[config.mk]
export PLATFORM = sky130hd
export DESIGN_NAME = pdpc_queue
export DESIGN_NICKNAME = d
export VERILOG_FILES = /design/src/hdl/pdpc_pkg.sv /design/src/hdl/pdpc_queue.sv
export SDC_FILE = /design/constraint.sdc
export NUM_CORES = 1
export LEC_CHECK = 0
export BUFFER_PORTS_ARGS = -buffer_cell sky130_fd_sc_hd__buf_2
export CAP_MARGIN = 10
export CORE_MARGIN = 5
export CORE_UTILIZATION = 52
export CTS_CLUSTER_SIZE = 24
export DETAILED_ROUTE_END_ITERATION = 8
export GPL_ROUTABILITY_DRIVEN = 0
export PLACE_DENSITY = 0.84
export SLEW_MARGIN = 0
export SYNTH_ARGS = -nofsm -noshare
export SYNTH_HDL_FRONTEND = slang
export SYNTH_SLANG_ARGS = --single-unit
export TNS_END_PERCENT = 1
[constraint.sdc]
create_clock -name clk -period 2.8 [get_ports clk]
set_input_delay 0.56 -clock clk [delete_from_list [all_inputs] [get_ports clk]]
set_output_delay 0.56 -clock clk [all_outputs]
set_load 0.005 [all_outputs]
[src/hdl/pdpc_pkg.sv]
// Package for the prime and distinct-prime counter.
// Shared item types and constants; no dependencies.
package pdpc_pkg;

	localparam int unsigned ValueWidth = 32;
	localparam int unsigned MagWidth   = 31;
	localparam int unsigned OutWidth   = 16;

	typedef struct packed {
		logic signed [ValueWidth-1:0] element_value;
		logic                         last_element;
	} in_item_t;

	typedef struct packed {
		logic [OutWidth-1:0] prime_total;
		logic [OutWidth-1:0] distinct_primes;
		logic                table_overflow;
	} out_item_t;

	// front to back: a classified element
	typedef struct packed {
		logic                is_prime;
		logic [MagWidth-1:0] value;
		logic                last;
	} job_t;

endpackage

[src/hdl/pdpc_queue.sv]
// Two-entry queue between front and back parts.
// Uses pdpc_pkg.
module pdpc_queue (
	input  logic           clk,
	input  logic           arst_n,
	input  logic           wr_valid,
	input  pdpc_pkg::job_t wr_data,
	output logic           wr_ready,
	output logic           rd_valid,
	output pdpc_pkg::job_t rd_data,
	input  logic           rd_ready
);
	pdpc_pkg::job_t mem_q [2];
	logic           wp_q, rp_q;
	logic [1:0]     cnt_q;
	logic           push, pop;

	assign wr_ready = (cnt_q != 2'd2);
	assign rd_valid = (cnt_q != 2'd0);
	assign rd_data  = mem_q[rp_q];
	assign push = wr_valid && wr_ready;
	assign pop  = rd_valid && rd_ready;

	always_ff @(posedge clk) begin
		if (push) mem_q[wp_q] <= wr_data;
	end

	always_ff @(posedge clk or negedge arst_n) begin
		if (!arst_n) begin
			wp_q <= 1'b0; rp_q <= 1'b0; cnt_q <= 2'd0;
		end else begin
			if (push) wp_q <= ~wp_q;
			if (pop) rp_q <= ~rp_q;
			cnt_q <= cnt_q + 2'(push) - 2'(pop);
		end
	end

`ifndef SYNTHESIS
	a_cnt: assert property (@(posedge clk) disable iff (!arst_n)
		cnt_q <= 2'd2) else $error("queue count");
	a_full: assert property (@(posedge clk) disable iff (!arst_n)
		cnt_q == 2'd2 && !pop |=> cnt_q == 2'd2) else $error("queue full drop");
	a_ptr: assert property (@(posedge clk) disable iff (!arst_n)
		(cnt_q == 2'd0 || cnt_q == 2'd2) |-> wp_q == rp_q) else $error("queue ptr");
`endif
endmodule

=== Word level (Yosys, flattened, before mapping) ===
Memory sizes are Yosys's and may differ from the RTL's.
Index checks and enable logic that the tools add are counted.

* Equality and inequality tests: 1
* Bitwise gates (word level): 2
* Muxes and demuxes: 2
* Reductions and logical operators: 3
* $add $sub $neg: 2

{| class="wikitable"
|+ Operators with widths
! kind !! count
|-
| adder 2 x 1 -> 2 bit || 1
|-
| logical AND 1 bit || 2
|-
| two-way mux 1 bit || 2
|-
| inequality test 2 bit (second input constant) || 1
|-
| inverter 1 bit || 2
|-
| nonzero test 2 bit || 1
|-
| subtractor 2 x 1 -> 2 bit || 1
|}

* Output and inout bits: 35
* Memories: 1
* Input bits: 37
* Bits in writable memories: 66
* Logic and storage cells: 14
* Bits in registers: 4

{| class="wikitable"
|+ Memory list
! memory !! depth !! bits a word !! rd ports !! clocked after Yosys merged registers in !! wr ports !! line !! RTL
|-
| mem_q || 2 || 33 || 1 || 0 || 1 || pdpc_queue.sv:13 || <nowiki>pdpc_pkg::job_t mem_q [2];</nowiki>
|}

=== Logic depth before layout (Yosys ltp) ===
* Word-level depth: 4
* Depth in mapped cells: 7
* Mapped depth without buffers: 7

=== Least setup slack after synthesis ===
Ideal clock, no wire load.

* Kind: input-to-reg
* Start point: input wr_valid
* End point: memory mem_q[0][0] (netlist bit) (enable)
* Path buffers: 0
* Required time: 2.377 ns
* Stages: 2
* Arrival time: 2.050 ns
* Setup time: 0.423 ns
* Setup slack: 0.327 ns
* Cells stage by stage: nand2_1 nor2_1

* Word-level cells in the longest chain between the ends: 3

{| class="wikitable"
|+ RTL lines
! element !! line !! RTL
|-
| start: declaration || pdpc_queue.sv:6 || <nowiki>input logic wr_valid,</nowiki>
|-
| logical AND 1 bit || pdpc_queue.sv:21 || <nowiki>assign push = wr_valid && wr_ready;</nowiki>
|-
| two-way mux 1 bit || pdpc_queue.sv:25 || <nowiki>if (push) mem_q[wp_q] <= wr_data;</nowiki>
|-
| two-way mux 1 bit (not written as such) || pdpc_queue.sv:25 ||
|-
| end: declaration || pdpc_queue.sv:13 ||
|}

No other way between the ends.

==> results.md <==
Route:
- Dividing the detail-routed wire length by the instance count gives 15.5 microns.
- The count of nets left with antenna violations after detail routing is 0.
- The number of detailed-route iterations in the first pass is 3.
- For this block, the initial DRC count from the detailed router was 46.
- Wires add up to 4.30 mm.
- In the routed design, unresolved DRC markers number 0.
- The number of vias per cell after detailed routing is 4.69.
- Detailed routing inserted a total of 1305 vias.

Power and ir drop:
- The design draws 3.29 mW.
- The peak ir drop on the vdd network is 0.000729 V.
- The power per unit of standard cell area is 986 nW/um^2.
- The leakage power is 1.35 nW.

Synth:
- Dividing the synthesized area by the synthesized cell count gives 22.6 sq um.
- By area, the combinational part of the netlist is dominated by multiplexers.
- The post-synthesis instance total is 120.
- Of the total synthesized cell area, the portion taken by AND, OR, NAND and NOR gates is 0.0129.
- The mux share of post-synthesis cell area is 0.178.
- Of the total synthesized cell area, the portion taken by XOR and XNOR cells is 0.0129.
- The area fraction in compound gates after synthesis came to 0.
- The post-synthesis cell type count is 15.
- In this run, synthesis produced a sequential element count of 70.
- Counting every net in the synthesized netlist gives 159.
- The adder-cell share of the synthesized area is 0.00925.
- During synthesis, Yosys emitted a total of 0 warnings.
- The register area share after synthesis is 0.769.
- Summing every instance area after synthesis gives 2710 sq um.

Setup path:
- The largest individual stage delay along the critical path comes from the cell dfrtp_2.
- Walking the worst path, the cells encountered are buf_4, mux2_4, buf_2.
- The most critical setup path has its endpoint at rd_data[11].
- The kind of start point of the critical path is a register.
- For this run, the slowest stage of the critical path takes 0.64 ns.
- The launching point of the worst reg2reg path is cnt_q[1]$_DFF_PN0_.
- The arrival time at the worst endpoint is 1.75 ns.
- The flop-to-flop setup slack is 1.13 ns.
- The worst path required time is 2.24 ns.
- The terminus of the critical flop-to-flop path is cnt_q[1]$_DFF_PN0_.
- In this run the worst path has a maximum fanout of 16.
- The worst setup path is captured at a primary output.
- In this run the worst setup path begins at rp_q$_DFFE_PN0P_.
- For the worst flop-to-flop path, the logic depth is 7.
- The kind of critical path is reg2out.

Floorplan:
- The total area inside the core boundary comes to 5070 sq um.
- The effective utilization at floorplan is 0.533.
- The count of boundary I/O pins is 72.
- The floorplan die width is 82.1 microns.
- The y dimension of the die is 82.1 microns.
- The die covers 6750 sq um.
- The floorplan row count is 26.

Global routing:
- The initial antenna violation count is 0.
- The global-route wire length before repair is 6.69 mm.
- The largest net degree at the start of global routing is 34.
- The number of global-route vias before repair was 1380.
- The total track usage is 0.143.
- The residual overflow from global routing is 0.

STA:
- In this run the tightest slew margin relative to its limit is 0.705.
- The aggregate negative setup slack is 0 ns.
- On the final layout, the worst hold slack is 0.415 ns.
- Timing would allow up to 433 MHz.
- The setup skew after layout is 0.00903 ns.
- The slew at the pin with the worst max-slew slack is 0.443 ns.
- Setup violations remaining at the end of the flow were counted as 0.
- The fraction of the cycle the final worst path needs is 0.825.
- Setup repair after global routing left no endpoint under its margin.
- The number of pins exceeding their max-slew limit in the final report is 0.
- The number of endpoints with negative hold slack in the final report is 0.
- The clock period minus worst slack is 2.31 ns.

Placement:
- Detailed placement finished with a half-perimeter wire length of 3.04 mm.
- The total of buffers placed on input and output ports is 71.

Clock tree:
- The CTS tree is done.
- The clock drives 70 sinks.
- The maximum root-to-sink buffer count is 2.
- For the worst-skew pair, the clock arrives at the later sink with an insertion delay of 0.33 ns.
- The number of gates resized after CTS was 0.
- The number of levels the H-tree was split into is 3.
- The total CTS buffers is 9.
- The library cell used as clock root buffer is clkbuf_8.
- The clock-pin slew on the worst setup and hold paths is 0.07 ns.

Job:
- Across the run, the number of max-cap violations was 0.

Final layout:
- The net count of the finished layout is 242.
- Leaving out fill and tap cells, the most frequent cells in the layout are 71 x buf_2, 66 x edfxtp_1, 29 x mux2_4.
- The area growth from synthesis to final layout is 23.1%.
- Fill cells in the final layout number 368.
- The number of diodes is 0.
- The layout cell share with drive strength beyond 1 is 0.601.
- Leaving out fill and tap cells, the most frequent cell in the layout is buf_2.

Outcome:
- The flow ran to the end, and the final reports show no timing, DRC or antenna violations.

Min path:
- The tightest min-delay check is of the in2reg type.
[worst min path at each step]
stage / to / from / slack (ns) / cells after the start
after floorplan: cnt_q[0]$_DFF_PN0_ / arst_n / 0.26 / 0
after detailed placement: wp_q$_DFFE_PN0N_ / arst_n / 0.37 / 1
after global placement: cnt_q[0]$_DFF_PN0_ / arst_n / 0.37 / 1
final: mem_q[1][16]$_DFFE_PP_ / wr_data[16] / 0.42 / 1
after CTS: wp_q$_DFFE_PN0N_ / arst_n / 0.005 / 1
after global routing: mem_q[0][24]$_DFFE_PP_ / wr_data[24] / 0.39 / 1
[layout make-up]
class / count / area [sq um] / share of cell area
sequential: 70 / 2080 / 0.625
multi-input combinational: 45 / 583 / 0.175
timing repair buffer: 76 / 395 / 0.119
clock buffer: 13 / 159 / 0.0477
tap: 70 / 87.6 / 0.0263
clock inverter: 3 / 20.0 / 0.00601
inverter: 1 / 3.75 / 0.00113
[power by group]
part	internal [mW]	switching [mW]	total, mW
combinational	0.591	0.423	1.01
sequential	1.44	0.123	1.56
clock	0.369	0.341	0.710
[critical path, delay by kind of cell, from the launching register on]
kind | cells | cell delay [ns]
mux | 1 | 0.32
flops | 1 | 0.64
buf+inv | 2 | 0.45
[flip-flops by register name, indices dropped and copies added (netlist names)]
| register | cells |
|---|---|
| mem_q | 66 |
| cnt_q | 2 |
| rp_q | 1 |
| wp_q | 1 |
[stage by stage]
step                      setup slack [ns]  instances   util  instance area (sq um)
final                                0.489        278  0.657                   3330
after global routing                 0.401        278  0.657                   3330
after CTS                            0.459        277  0.655                   3320
after detailed placement             0.819        261  0.619                   3140
after global placement               0.847        261  0.619                   3140
after floorplan                      0.327        120      -                   2710
[per-layer routing]
layer / global-route usage / part of all wire / vias to the layer above
met1: 0.156 / 0.40 / 627
met3: 0.0293 / 0.053 / 10
met4: 0.105 / 0.030 / 0
li1: - / - / 628
met5: 0 / 0 / -
met2: 0.244 / 0.52 / 40
[Yosys cell counts]
| master | count | area, sq um |
|---|---|---|
| and3_1 | 1 | 6.26 |
| nand2b_1 | 1 | 6.26 |
| ha_1 | 2 | 25.0 |
| and2_4 | 1 | 8.76 |
| mux2_4 | 29 | 435 |
| edfxtp_1 | 66 | 1980 |
| xor2_1 | 1 | 8.76 |
| mux2_2 | 4 | 45.0 |
| inv_1 | 1 | 3.75 |
| or2_1 | 1 | 6.26 |
| dfrtp_1 | 4 | 100 |
| buf_6 | 4 | 45.0 |
| nand2_1 | 1 | 3.75 |
| xnor2_1 | 3 | 26.3 |
| nor2_1 | 1 | 3.75 |
[logic make-up after synthesis]
group | Yosys count
xor gates and xnor gates | 4
adders and majority gates | 2
buffers and inverters | 5
DFF | 70
muxes | 33
and+or+nand+nor | 6
[what timing repair did]
item,4_1_cts,5_1_grt
hold endpoints to repair,0,1
hold buffers,0,1
setup buffers,0,0
No activity file was read; power rests on OpenSTA's default activity.
