**config.mk**
```make
export PLATFORM = sky130hd
export DESIGN_NAME = pdpc_front_flat
export DESIGN_NICKNAME = d
export VERILOG_FILES = /design/src/hdl/pdpc_pkg.sv /design/src/hdl/pdpc_if.sv /design/src/hdl/pdpc_front.sv /design/src/flat_wrapper.sv
export SDC_FILE = /design/constraint.sdc
export NUM_CORES = 1
export LEC_CHECK = 0
export ABC_AREA = 1
export BUFFER_PORTS_ARGS = -buffer_cell sky130_fd_sc_hd__buf_2
export CELL_PAD_IN_SITES_DETAIL_PLACEMENT = 1
export CELL_PAD_IN_SITES_GLOBAL_PLACEMENT = 1
export CORE_UTILIZATION = 50
export DETAILED_ROUTE_END_ITERATION = 16
export HOLD_SLACK_MARGIN = 0.08
export PLACE_DENSITY = 0.95
export REMOVE_ABC_BUFFERS = 1
export SLEW_MARGIN = 20
export SYNTH_ARGS = -nofsm -noshare
export SYNTH_HDL_FRONTEND = slang
export SYNTH_SLANG_ARGS = --single-unit
```
**constraint.sdc**
```tcl
create_clock -name clk -period 29 [get_ports clk]
set_clock_uncertainty 0.05 [all_clocks]
set_input_delay 5.8 -clock clk [delete_from_list [all_inputs] [get_ports clk]]
set_output_delay 5.8 -clock clk [all_outputs]
set_load 0.05 [all_outputs]
```
**src/hdl/pdpc_pkg.sv**
```systemverilog
// Package for the prime and distinct-prime counter.
// Shared item types and constants; no dependencies.
package pdpc_pkg;

	localparam int unsigned ValueWidth = 32;
	localparam int unsigned MagWidth   = 31;
	localparam int unsigned OutWidth   = 16;

	typedef struct packed {
		logic signed [ValueWidth-1:0] element_value;
		logic                         last_element;
	} in_item_t;

	typedef struct packed {
		logic [OutWidth-1:0] prime_total;
		logic [OutWidth-1:0] distinct_primes;
		logic                table_overflow;
	} out_item_t;

	// front to back: a classified element
	typedef struct packed {
		logic                is_prime;
		logic [MagWidth-1:0] value;
		logic                last;
	} job_t;

endpackage

```
**src/hdl/pdpc_if.sv**
```systemverilog
// Valid/ready channel interfaces for the counter.
// Depends on pdpc_pkg.
interface pdpc_in_if;
	logic              valid;
	logic              ready;
	pdpc_pkg::in_item_t data;
	modport source (output valid, output data, input ready);
	modport sink (input valid, input data, output ready);
endinterface


```
**src/hdl/pdpc_front.sv**
```systemverilog
// Front part: accepts elements and tests primality by trial division.
// Uses pdpc_pkg and pdpc_in_if; divisor remainder via bit-serial divider.
module pdpc_front (
	input  logic          clk,
	input  logic          arst_n,
	pdpc_in_if.sink       in_ch,
	output logic          job_valid,
	output pdpc_pkg::job_t job,
	input  logic          job_ready
);
	localparam int unsigned MW = pdpc_pkg::MagWidth;

	typedef enum logic [3:0] {
		S_IDLE = 4'b0001,
		S_DIV  = 4'b0010,
		S_NEXT = 4'b0100,
		S_DONE = 4'b1000
	} fstate_t;

	fstate_t          state_q;
	logic [MW-1:0]    val_q;
	logic             last_q;
	logic             prime_q;
	logic [15:0]      div_q;
	logic [MW-1:0]    rem_q;
	logic [5:0]       bit_q;
	logic [31:0]      sq;
	logic [MW:0]      trial;
	logic [MW-1:0]    rem_sh;

	assign in_ch.ready = (state_q == S_IDLE);
	assign sq = 32'(div_q) * 32'(div_q);
	assign rem_sh = {rem_q[MW-2:0], val_q[5'(bit_q - 6'd1)]};
	assign trial = {1'b0, rem_sh} - {16'd0, div_q};

	always_ff @(posedge clk or negedge arst_n) begin
		if (!arst_n) begin
			state_q <= S_IDLE;
		end else begin
			case (state_q)
				S_IDLE: begin
					if (in_ch.valid) begin
						val_q   <= in_ch.data.element_value[MW-1:0];
						last_q  <= in_ch.data.last_element;
						div_q   <= 16'd2;
						if (in_ch.data.element_value[MW] ||
						    in_ch.data.element_value[MW-1:0] < 31'd2) begin
							prime_q <= 1'b0;
							state_q <= S_DONE;
						end else begin
							prime_q <= 1'b1;
							state_q <= S_NEXT;
						end
					end
				end
				S_NEXT: begin
					if (sq > 32'(val_q) || div_q == 16'hFFFF) begin
						state_q <= S_DONE;
					end else begin
						rem_q   <= '0;
						bit_q   <= 6'(MW);
						state_q <= S_DIV;
					end
				end
				S_DIV: begin
					rem_q <= trial[MW] ? rem_sh : trial[MW-1:0];
					bit_q <= bit_q - 6'd1;
					if (bit_q == 6'd1) begin
						if ((trial[MW] ? rem_sh : trial[MW-1:0]) == '0) begin
							prime_q <= 1'b0;
							state_q <= S_DONE;
						end else begin
							div_q   <= div_q + 16'd1;
							state_q <= S_NEXT;
						end
					end
				end
				S_DONE: begin
					if (job_ready) state_q <= S_IDLE;
				end
				default: state_q <= S_IDLE;
			endcase
		end
	end

	assign job_valid    = (state_q == S_DONE);
	assign job.is_prime = prime_q;
	assign job.value    = val_q;
	assign job.last     = last_q;

`ifndef SYNTHESIS
	a_div_ge2: assert property (@(posedge clk) disable iff (!arst_n)
		state_q == S_DIV |-> div_q >= 16'd2) else $error("divisor below two");
	a_hold: assert property (@(posedge clk) disable iff (!arst_n)
		job_valid && !job_ready |=> job_valid && $stable(job)) else $error("job lost");
	a_prime_pos: assert property (@(posedge clk) disable iff (!arst_n)
		job_valid && job.is_prime |-> job.value >= 31'd2) else $error("bad prime");
`endif
endmodule

```
**src/flat_wrapper.sv**
```systemverilog
// flat-port wrapper written by rule: the top's interface ports become plain ports
module pdpc_front_flat 
  (clk, arst_n, job_valid, job, job_ready, in_ch_valid, in_ch_data, in_ch_ready);
  pdpc_in_if in_ch_i ();
  input  logic clk;
  input  logic arst_n;
  output logic job_valid;
  output pdpc_pkg::job_t job;
  input  logic job_ready;
  input wire logic [$bits(in_ch_i.valid)-1:0] in_ch_valid;
  input wire logic [$bits(in_ch_i.data)-1:0] in_ch_data;
  output wire logic [$bits(in_ch_i.ready)-1:0] in_ch_ready;
  assign in_ch_i.valid = in_ch_valid;
  assign in_ch_i.data = in_ch_data;
  assign in_ch_ready = in_ch_i.ready;
  pdpc_front u_core (.clk(clk), .arst_n(arst_n), .in_ch(in_ch_i), .job_valid(job_valid), .job(job), .job_ready(job_ready));
endmodule
```
### Word-level counts from Yosys, hierarchy flattened

Cells that the tools add are included.

| operators by class | value |
|---|---|
| add/subtract/negate cells | 3 |
| multiply operators | 1 |
| $lt $le $gt $ge | 3 |
| equal/unequal tests | 12 |
| muxes and demuxes | 23 |
| reduce and logical (&&, ||, !) cells | 10 |

Operator list:

| kind | number |
|---|---|
| $pmux 30 s2 | 1 |
| $mux 16 | 3 |
| $gt 32x31->1 | 1 |
| $mul 16x16->32 | 1 |
| $pmux 16 s2 | 1 |
| $sub 31x16->32 | 1 |
| $logic_not 31->1 | 1 |
| $lt 31x2->1 const B | 1 |
| $mux 31 | 1 |
| $mux 30 | 1 |
| $mux 4 | 6 |
| $add 16x1->16 const B | 1 |
| $eq 16x16->1 const B | 1 |
| $pmux 4 s4 | 1 |
| $pmux 6 s2 | 1 |
| $reduce_and 5->1 | 2 |
| $reduce_and 3->1 | 3 |
| $eq 6x1->1 const B | 1 |
| $lt 5x6->1 const B | 1 |
| $mux 6 | 1 |
| $ne 2x1->1 const B | 3 |
| $ne 2x2->1 const B | 3 |
| $sub 6x1->6 const B | 1 |
| $bmux 1 s5 | 1 |
| other kinds (8) | 14 |

| storage, ports and cells | value |
|---|---|
| register bits | 89 |
| bits of input ports | 37 |
| output and inout bits | 35 |

### Depth between registers and ports, before layout

Gate-level depths: netlist of the first run.

| logic depth | value |
|---|---|
| depth in word-level cells | 9 |
| gate-level depth with buffers | 45 |

### Worst setup path after synthesis of the first run

Ideal clock, no wire load.

| path | value |
|---|---|
| path type | register to register |
| start | register u_core.div_q[6] |
| end | register u_core.bit_q[0] (enable) |
| data arrival time | 9.327 ns |
| slack | 19.139 ns |
| stages on the path, launching flop included | 34 |
| path buffers | 2 |
| clock period less this slack | 9.861 ns |
| path through | edfxtp_1 -> clkbuf_1 -> buf_1 -> nand2_1 -> fa_1 -> inv_1 -> fa_1 -> ha_1 -> fa_1 -> inv_1 -> fa_1 -> fa_1 -> inv_1 -> ha_1 -> a21oi_1 -> a21boi_0 -> o21ai_0 -> a21boi_0 -> o21bai_1 -> a21boi_0 -> o21ai_0 -> xor2_1 -> ha_1 -> a21oi_1 -> nor2_1 -> a211oi_1 -> nand2_1 -> nand2_1 -> nand2_1 -> nand2_1 -> nand2_1 -> nand2_1 -> nand2_1 -> a211oi_1 |

| between the ends | value |
|---|---|
| longest elaborated chain between the ends | 5 |
| elaborated cells between the ends (all ways) | 6 |

RTL lines:

| element | RTL line | text |
|---|---|---|
| from (decl) | pdpc_front.sv:24 | `logic [15:0] div_q;` |
| from (signal assigned) | pdpc_front.sv:73 | `div_q <= div_q + 16'd1;` |
| $mul 16x16->32 | pdpc_front.sv:32 | `assign sq = 32'(div_q) * 32'(div_q);` |
| $gt 32x31->1 | pdpc_front.sv:57 | `if (sq > 32'(val_q) \|\| div_q == 16'hFFFF) begin` |
| $logic_or 1x1->1 * | pdpc_front.sv:57 |  |
| $ne 2x2->1 (no line) * | - |  |
| $reduce_and 3->1 (no line) * | - |  |
| to (signal assigned) | pdpc_front.sv:61 | `bit_q <= 6'(MW);` |
| to (signal assigned) | pdpc_front.sv:67 | `bit_q <= bit_q - 6'd1;` |
| to (decl) | pdpc_front.sv:26 | `logic [5:0] bit_q;` |

Every way passes the cells marked *; elsewhere a longest branch is shown, timed or not.
A chain may end at the register's enable or synchronous reset.

### Final worst setup path of the first run

| path | value |
|---|---|
| start | register u_core.div_q[1] |
| end | register u_core.rem_q[22] (enable) |

| between the ends | value |
|---|---|
| longest elaborated chain between the ends | 5 |
| elaborated cells between the ends (all ways) | 6 |

RTL lines:

| element | RTL line | text |
|---|---|---|
| $mul 16x16->32 | pdpc_front.sv:32 |  |
| $gt 32x31->1 | pdpc_front.sv:57 |  |
| $logic_or 1x1->1 * | pdpc_front.sv:57 |  |
| $ne 2x2->1 (no line) * | - |  |
| $reduce_and 3->1 (no line) * | - |  |
| to (signal assigned) | pdpc_front.sv:66 | `rem_q <= trial[MW] ? rem_sh : trial[MW-1:0];` |
| to (decl) | pdpc_front.sv:25 | `logic [MW-1:0] rem_q;` |

Marked as above.

==> results_dict.tcl, run 1 <==
set metrics [dict create \
    syn_area_sq_mm 0.0142 \
    hp-start "u_core.bit_q[5]$_SDFFCE_PP0P_" \
    seq_area_sq_mm 0.00265 \
    grt.overflow.total 0 \
    worstHoldPathCells 2 \
    final.setup.tns_ns 0 \
    ys.flop_type "edfxtp_1" \
    ys_top_cells_by_area "fa_1, edfxtp_1, ha_1, nand2_1, inv_1" \
    fin_cells 2267 \
    dpl_worst_slack_ns 19.97 \
    r2r-start "u_core.div_q[1]$_SDFFCE_PP1P_" \
    netlist.area_leader.share_pct 22.7 \
    cts_hold_buf 0 \
    crit_top_cell "nand2_1" \
    fin_nets 2237 \
    setup-violations-final 0 \
    drtPass1Iterations 5 \
    dp_hpwl_mm 40.5 \
    hp-class "flop to flop" \
    cp_max_fo 36 \
    grt_pass1_vias 15400 \
    wirelength_mm 56.5 \
    multiInputGateArea_sq_mm 0.00967 \
    critPathCaptureType "flop" \
    post_cts_buffers 0 \
    area_growth_syn_to_layout_pct 6.67 \
    design.core.area_sq_mm 0.0279 \
    die-area_sq_mm 0.0291 \
    drive_above_1_share_pct 6.73 \
    fillers 3463 \
    ys_seq_elements 89 \
    cts_buffers 9 \
    fin_ws_ns 19.33 \
    critical_path.top_delay_family "adder cells" \
    cp_num_buf_inv 5 \
    ys_types 46 \
    die_x_um 170 \
    status "finished, final reports clean" \
    fin_crit_sh_pct 33.3 \
    rows 61 \
    hold_end "u_core.bit_q[5]$_SDFFCE_PP0P_" \
    cap_viol_max_count 0 \
    io_pins 72 \
    drt_first_iter_violations 1331 \
    rrSetupSlack_ns 19.33 \
    grtUsageTotal_pct 40.5 \
    fin_crit_ns 9.67 \
    fin_area_sq_mm 0.0151 \
    cts_sinks 89 \
    dp_cells 2250 \
    maxSlewViolCount 0 \
    cts.path.max_buffers 2 \
    vias 13800 \
    path_class "flop to flop" \
    grt_first_pass_wirelength_mm 87.5 \
    worst_pin_slew_ns 0.915 \
    dieHeight_um 170 \
    cts_tree "built" \
    place_congestion 0.920 \
    avgSynthCellArea_sq_um 7.68 \
    seq_area_frac_synth_pct 18.7 \
    synth_edf_count 85 \
    finalHoldViolations 0 \
    critPathRequiredTime_ns 28.96 \
    post_drt_wl_per_cell_um 24.9 \
    vias_per_cell 6.09 \
    maxSlewHeadroom_pct 38.9 \
    rsz0062_at_grt "no" \
    h-tree-depth 3 \
    cts_root_buffer "clkbuf_16" \
    rr_worst_depth 31 \
    start_util_pct 50.9 \
    r2r-end "u_core.rem_q[22]$_SDFFCE_PP0P_" \
    antenna_found_initial 0 \
    clkTransAtPathRegs_ns 0.07 \
    fmax_ghz 0.103 \
    arrival_ns 9.63 \
    cp-start-kind "flop" \
    cp_slowest_stage_delay_ns 0.91 \
    yosys_warnings 0 \
    slowest_stage "edfxtp_1" \
    io_buffer_count 71 \
    clock_latency_ns 0.38 \
    grt_max_degree 39 \
    synthCells 1847 \
    cts_resized 0 \
    async_reset_ff_share_pct 4.49 \
    post-route-drc-count 0 \
    dpl-instance-area_sq_mm 0.0148 \
    ant_nets 0 \
    yosys.area.top_type "fa_1" \
]
==> flip-flops by register name, summed over array words and instances (netlist names) <==
signal          flops
u_core.rem_q       30
u_core.prime_q      1
u_core.val_q       31
u_core.div_q       16
u_core.bit_q        6
u_core.state_q      4
u_core.last_q       1
==> tightest hold or removal path: cells and delay by family, from the launching register on <==
kind | cells | cell delay (ns)
flops | 1 | 0.33
compound gates | 1 | 0.14
buf+inv | 1 | 0.07
==> area by class of cell <==
cell class                 count  share of cell area [%]
multi-input combinational   1274                    63.9
clock inverter                 6                   0.636
clock buffer                  10                    1.51
antenna                        1                  0.0165
sequential                    89                    17.5
timing repair buffer          74                    2.50
inverter                     435                    10.8
tap                          378                    3.12
==> cells in the final DEF (no fill, tap or decap), types with 30 or more instances in the layout <==
master    synthesis  final
nor2_1          123    122
a21oi_1          69     69
inv_1           432    432
edfxtp_1         85     85
o21ai_0          36     36
nand2_1         469    469
buf_2             1     71
xor2_1           30     30
nand3_1          74     74
fa_1            161    161
ha_1            156    156
==> worst max-delay path by stage <==
| stage | end | depth (start not counted) | startpoint | slack (ns) |
|---|---|---|---|---|
| after detailed placement | u_core.rem_q[6]$_SDFFCE_PP0P_ | 31 | u_core.div_q[1]$_SDFFCE_PP1P_ | 19.97 |
| after floorplan | u_core.bit_q[0]$_SDFFCE_PP1P_ | 31 | u_core.div_q[6]$_SDFFCE_PP0P_ | 19.40 |
| final | u_core.rem_q[22]$_SDFFCE_PP0P_ | 31 | u_core.div_q[1]$_SDFFCE_PP1P_ | 19.33 |
| after global routing | u_core.rem_q[11]$_SDFFCE_PP0P_ | 34 | u_core.div_q[11]$_SDFFCE_PP0P_ | 19.10 |
| after global placement | u_core.rem_q[5]$_SDFFCE_PP0P_ | 34 | u_core.div_q[7]$_SDFFCE_PP0P_ | 20.68 |
| after CTS | u_core.rem_q[11]$_SDFFCE_PP0P_ | 31 | u_core.div_q[1]$_SDFFCE_PP1P_ | 19.64 |
==> cells by family after synthesis <==
logic type | share of synthesized area, %
compound gates | 5.68
xor+xnor | 3.21
fa+ha+maj | 36.5
buf+inv | 13.2
flops | 18.7
simple gates | 22.7
==> synthesized netlist by cell type, types with 20 or more instances <==
cell type	number
nand2_1	469
edfxtp_1	85
o21ai_0	36
nand4_1	20
clkbuf_1	34
xnor2_1	22
inv_1	432
fa_1	161
xor2_1	30
nor3_1	22
ha_1	156
a21oi_1	69
nand3_1	74
nor2_1	123
==> stage by stage <==
step	utilization (%)	hold WS, ns
3_3_place_gp	53.2	0.535
3_5_place_dp	53.2	0.573
2_1_floorplan	-	0.511
4_1_cts	54.3	0.600
5_1_grt	54.3	0.645
6_report	54.3	0.611
==> layer usage <==
| layer | global-route usage [%] | vias up | share of wire, % |
|---|---|---|---|
| met5 | 0 | - | 0 |
| met4 | 30.6 | 0 | 8.4 |
| met3 | 9.81 | 373 | 9.1 |
| met2 | 67.0 | 991 | 48 |
| met1 | 45.2 | 6685 | 35 |
| li1 | - | 5750 | - |
Power of run 1 is not shown: default switching activity piles up to over one toggle a cycle in this logic, so the estimate is an artifact.
==> run 2: changes to the inputs <==
CORE_UTILIZATION = 43   (was 50)
PLACE_DENSITY = 0.91   (was 0.95)
clock period = 8.86 ns   (was 29 ns; I/O delays follow)
==> run 2 against run 1 <==
Critical path depth rose by 3. Highest routed layer unchanged. Die area rose by 16%. Critical endpoint is now u_core.rem_q[0]$_SDFFCE_PP0P_. Wire length fell by 8.7%. Via count fell by 3.2%. Sequential share of layout area fell by 0.44 points. Maximum frequency rose by 10%. Worst setup slack got worse by 19 ns. Count of clock-buffer cells in the layout fell by 1. Hold slack got worse by 0.043 ns. Core utilization fell by 6.6 points. Register-to-register slack got worse by 19 ns. Sequential cell count did not move. Largest cell class unchanged.
==> results_dict.tcl, run 2 (synthesis gave the netlist of run 1 again) <==
set metrics [dict create \
    hp-class "flop to flop" \
    worst_pin_slew_ns 0.902 \
    vias_per_cell 5.63 \
    cts_tree "built" \
    seq_area_sq_mm 0.00265 \
    worstHoldPathCells 2 \
    place_congestion 0.911 \
    cp_slowest_stage_delay_ns 0.63 \
    maxSlewHeadroom_pct 39.8 \
    hp-start "u_core.bit_q[5]$_SDFFCE_PP0P_" \
    cap_viol_max_count 0 \
    multiInputGateArea_sq_mm 0.00967 \
    io_pins 72 \
    ant_nets 0 \
    slowest_stage "fa_1" \
    drtPass1Iterations 5 \
    final.setup.tns_ns 0 \
    io_buffer_count 71 \
    arrival_ns 8.76 \
    critPathCaptureType "flop" \
    area_growth_syn_to_layout_pct 9.39 \
    cp-start-kind "flop" \
    drive_above_1_share_pct 8.90 \
    grtUsageTotal_pct 29.3 \
    vias 13400 \
    fmax_ghz 0.114 \
    cts.path.max_buffers 2 \
    clkTransAtPathRegs_ns 0.08 \
    critPathRequiredTime_ns 8.86 \
    die_x_um 184 \
    h-tree-depth 3 \
    n_antenna_cell 0 \
    die-area_sq_mm 0.0337 \
    fillers 4113 \
    cts_root_buffer "clkbuf_16" \
    rr_worst_depth 34 \
    wirelength_mm 51.6 \
    clock_latency_ns 0.37 \
    fin_crit_sh_pct 98.8 \
    rrSetupSlack_ns 0.10 \
    reg_top3 "u_core.val_q (31), u_core.rem_q (30), u_core.div_q (16)" \
    cp_max_fo 29 \
    dieHeight_um 184 \
    grt_pass1_vias 14500 \
    fin_ws_ns 0.103 \
    status "finished, final reports clean" \
    fin_crit_ns 8.76 \
    cts_sinks 89 \
    mostFrequentLayoutCells "nand2_1, inv_1, fa_1" \
    fin_nets 2281 \
    r2r-end "u_core.rem_q[0]$_SDFFCE_PP0P_" \
    drt_first_iter_violations 1015 \
    start_util_pct 43.6 \
    final_common_cell "nand2_1" \
    design.core.area_sq_mm 0.0325 \
    post-route-drc-count 0 \
    r2r-start "u_core.div_q[2]$_SDFFCE_PP0P_" \
    finalHoldViolations 0 \
    hold_end "u_core.bit_q[5]$_SDFFCE_PP0P_" \
    dp_hpwl_mm 39.7 \
    largest-register "u_core.val_q" \
    cts_buffers 9 \
    cts_hold_buf 0 \
    grt_first_pass_wirelength_mm 76.5 \
    path_class "flop to flop" \
    grt_max_degree 39 \
    largest_reg_flops 31 \
    maxSlewViolCount 0 \
    rows 66 \
    dpl_worst_slack_ns 0.280 \
    grt.overflow.total 0 \
    antenna_found_initial 0 \
    post_drt_wl_per_cell_um 21.7 \
    setup-violations-final 0 \
]
==> run 2: changes by cell type in the layout (fill, tap and decap cells not counted), sizes merged <==
cell,previous run,this run
buf,74,118
bufinv,2,0
clkinv,0,2
clkbuf,10,9
diode,1,0
inv,438,439
==> run 2: per-layer routing <==
metal | track usage (%) | up-vias | share of wire [%]
met2 | 51.0 | 738 | 49
met5 | 0 | - | 0
li1 | - | 5826 | -
met4 | 16.9 | 0 | 6.9
met3 | 4.77 | 250 | 7.7
met1 | 34.0 | 6549 | 37
==> run 2: critical path: cells and delay by family (launching register included) <==
kind                       cells  cell delay [ns]
AOI/OAI and AO/OA              7             1.60
xor gates and xnor gates       1             0.15
adders and majority gates      8             3.85
DFF                            1             0.55
buffers and inverters          8             1.00
and+or+nand+nor               10             1.22
==> run 2: worst max-delay path by stage <==
stage / start / endpoint / slack (ns)
floorplan: u_core.div_q[6]$_SDFFCE_PP0P_ / u_core.bit_q[0]$_SDFFCE_PP1P_ / -0.74
global placement: u_core.div_q[1]$_SDFFCE_PP1P_ / u_core.rem_q[6]$_SDFFCE_PP0P_ / 0.78
detailed placement: u_core.div_q[4]$_SDFFCE_PP0P_ / u_core.rem_q[6]$_SDFFCE_PP0P_ / 0.28
CTS: u_core.div_q[4]$_SDFFCE_PP0P_ / u_core.bit_q[2]$_SDFFCE_PP1P_ / 0.12
global route: u_core.div_q[5]$_SDFFCE_PP0P_ / u_core.rem_q[2]$_SDFFCE_PP0P_ / -0.24
finish: u_core.div_q[2]$_SDFFCE_PP0P_ / u_core.rem_q[0]$_SDFFCE_PP0P_ / 0.10
==> run 2: stage by stage <==
stage                     instances  utilization [%]  hold slack [ns]  cell area [sq um]
after floorplan                1798                -            0.511              13900
after global placement         2325             46.0            0.532              15000
after detailed placement       2325             46.0            0.545              15000
after CTS                      2341             46.9            0.564              15300
after global routing           2374             47.7            0.591              15500
final                          2374             47.7            0.567              15500
==> run 2: final cells by class <==
type,instances,area share (%)
Timing Repair Buffer,118,4.61
Multi-Input combinational cell,1274,62.3
Clock inverter,7,0.451
Tap cell,442,3.56
Inverter,435,10.5
Sequential cell,89,17.1
Clock buffer,9,1.45
==> run 2: timing repair <==
item | CTS | global route
resized for setup | 0 | 4
setup buffers | 0 | 33
setup endpoints to repair | 0 | 36
Power of run 2 is left out for the same reason.
==> run 3: changes to the inputs <==
CELL_PAD_IN_SITES_GLOBAL_PLACEMENT = 2   (was 1)
CORE_UTILIZATION = 35   (was 43)
MAX_ROUTING_LAYER = met4   (was unset)
PLACE_DENSITY = 0.83   (was 0.91)
==> run 3 against run 2 <==
Wire length shrank 19%. Core utilization shrank 8.7 points. Non-clock buffer count shrank 14. Maximum frequency grew 4.7%. Critical path depth is the same. Final cell count grew 2.9%. Via count shrank 11%. Worst setup slack gained 0.40 ns. Largest cell class unchanged.
==> results_dict.tcl, run 3 (synthesis gave the netlist of run 1 again) <==
set metrics [dict create \
    setup-violations-final 0 \
    crit_cells 34 \
    largest_reg_flops 31 \
    reg_top3 "u_core.val_q (31), u_core.rem_q (30), u_core.div_q (16)" \
    fin_crit_sh_pct 94.4 \
    cts.path.max_buffers 2 \
    io_buffer_count 71 \
    status "finished, final reports clean" \
    io_pins 72 \
    rrSetupSlack_ns 0.50 \
    grt.overflow.total 0 \
    cp-start-kind "flop" \
    dpl-instance-area_sq_mm 0.0151 \
    maxSlewHeadroom_pct 41.6 \
    fmax_ghz 0.120 \
    vias_per_cell 4.87 \
    final_core_util_pct 39.0 \
    r2r-end "u_core.rem_q[4]$_SDFFCE_PP0P_" \
    fillers 4992 \
    cap_viol_max_count 0 \
    hp-class "flop to flop" \
    critPathRequiredTime_ns 8.84 \
    cp_max_fo 26 \
    dp_hpwl_mm 35.9 \
    fin_area_sq_mm 0.0155 \
    largest-register "u_core.val_q" \
    rr_worst_depth 34 \
    cts_sinks 89 \
    maxSlewViolCount 0 \
    clock_latency_ns 0.37 \
    r2r-start "u_core.div_q[10]$_SDFFCE_PP0P_" \
    cts_root_buffer "clkbuf_16" \
    crit_path_end "u_core.rem_q[4]$_SDFFCE_PP0P_" \
    grt_pass1_vias 12900 \
    crit_start "u_core.div_q[10]$_SDFFCE_PP0P_" \
    arrival_ns 8.34 \
    h-tree-depth 3 \
    fin_nets 2267 \
    critPathCaptureType "flop" \
    grt_first_pass_wirelength_mm 68.6 \
    n_antenna_cell 0 \
    die-area_sq_mm 0.0414 \
    finalHoldViolations 0 \
    drt_first_iter_violations 630 \
    design.core.area_sq_mm 0.0398 \
    start_util_pct 35.6 \
    drtPass1Iterations 5 \
    die_x_um 203 \
    cts_buffers 9 \
    post_drt_wl_per_cell_um 17.1 \
    rows 73 \
    vias 11900 \
    cts_tree "built" \
    post-route-drc-count 0 \
    antenna_found_initial 0 \
    mostFrequentLayoutCells "nand2_1, inv_1, fa_1" \
    cts_resized 0 \
    drive_above_1_share_pct 8.24 \
    crit_top_cell "nand2_1" \
    grt_max_degree 39 \
    path_class "flop to flop" \
    ant_nets 0 \
    cp_num_buf_inv 6 \
    dpl_worst_slack_ns 0.287 \
    clkTransAtPathRegs_ns 0.08 \
    wirelength_mm 41.8 \
    slowest_stage "edfxtp_1" \
    area_growth_syn_to_layout_pct 9.39 \
    fin_ws_ns 0.498 \
    rsz0062_at_grt "no" \
    critical_path.top_delay_family "adder cells" \
    place_congestion 0.862 \
    grtUsageTotal_pct 21.8 \
    cp_slowest_stage_delay_ns 0.70 \
    final_common_cell "nand2_1" \
    fin_crit_ns 8.36 \
    worst_pin_slew_ns 0.876 \
    dieHeight_um 203 \
]
==> run 3: layout make-up <==
class | count | area [sq um] | share of cell area (%)
clock buffers | 11 | 253 | 1.63
repair buffers | 104 | 616 | 3.97
inverters | 435 | 1630 | 10.5
flip-flops and latches | 89 | 2650 | 17.1
clock inverters | 5 | 38.8 | 0.250
well taps | 525 | 657 | 4.23
multi-input cells | 1274 | 9670 | 62.3
==> run 3: worst min-delay path by stage <==
stage                                         end  slack, ns  cells past startpoint                          start
detailed placement  u_core.bit_q[5]$_SDFFCE_PP0P_       0.54                      2  u_core.bit_q[5]$_SDFFCE_PP0P_
finish              u_core.bit_q[5]$_SDFFCE_PP0P_       0.56                      2  u_core.bit_q[5]$_SDFFCE_PP0P_
global placement    u_core.bit_q[5]$_SDFFCE_PP0P_       0.54                      2  u_core.bit_q[5]$_SDFFCE_PP0P_
floorplan           u_core.bit_q[5]$_SDFFCE_PP0P_       0.51                      2  u_core.bit_q[5]$_SDFFCE_PP0P_
CTS                 u_core.bit_q[5]$_SDFFCE_PP0P_       0.56                      2  u_core.bit_q[5]$_SDFFCE_PP0P_
global route        u_core.bit_q[5]$_SDFFCE_PP0P_       0.57                      2  u_core.bit_q[5]$_SDFFCE_PP0P_
==> run 3: per-stage QoR <==
stage	setup TNS, ns	std cells	hold WS (ns)
after floorplan	-26.75	1798	0.511
after global placement	0	2412	0.537
after detailed placement	0	2412	0.545
after CTS	0	2428	0.562
after global routing	0	2443	0.567
final	0	2443	0.562
==> run 3: what timing repair did <==
item / 4_1_cts / 5_1_grt
setup endpoints to repair: 0 / 26
hold buffers: 0 / 0
setup buffers: 0 / 15
==> run 3: worst min-delay path, cell delays in order (launching register included) <==
cell and delay, ns:
edfxtp_1 0.32, inv_1 0.06, a21oi_1 0.11
==> run 3: routing by layer <==
metal / share of wire (%) / track usage, %
met5: 0 / -
met3: 3.3 / 2.22
met2: 47 / 35.4
met1: 48 / 29.7
met4: 1.4 / 4.24
Power of run 3 is left out for the same reason.
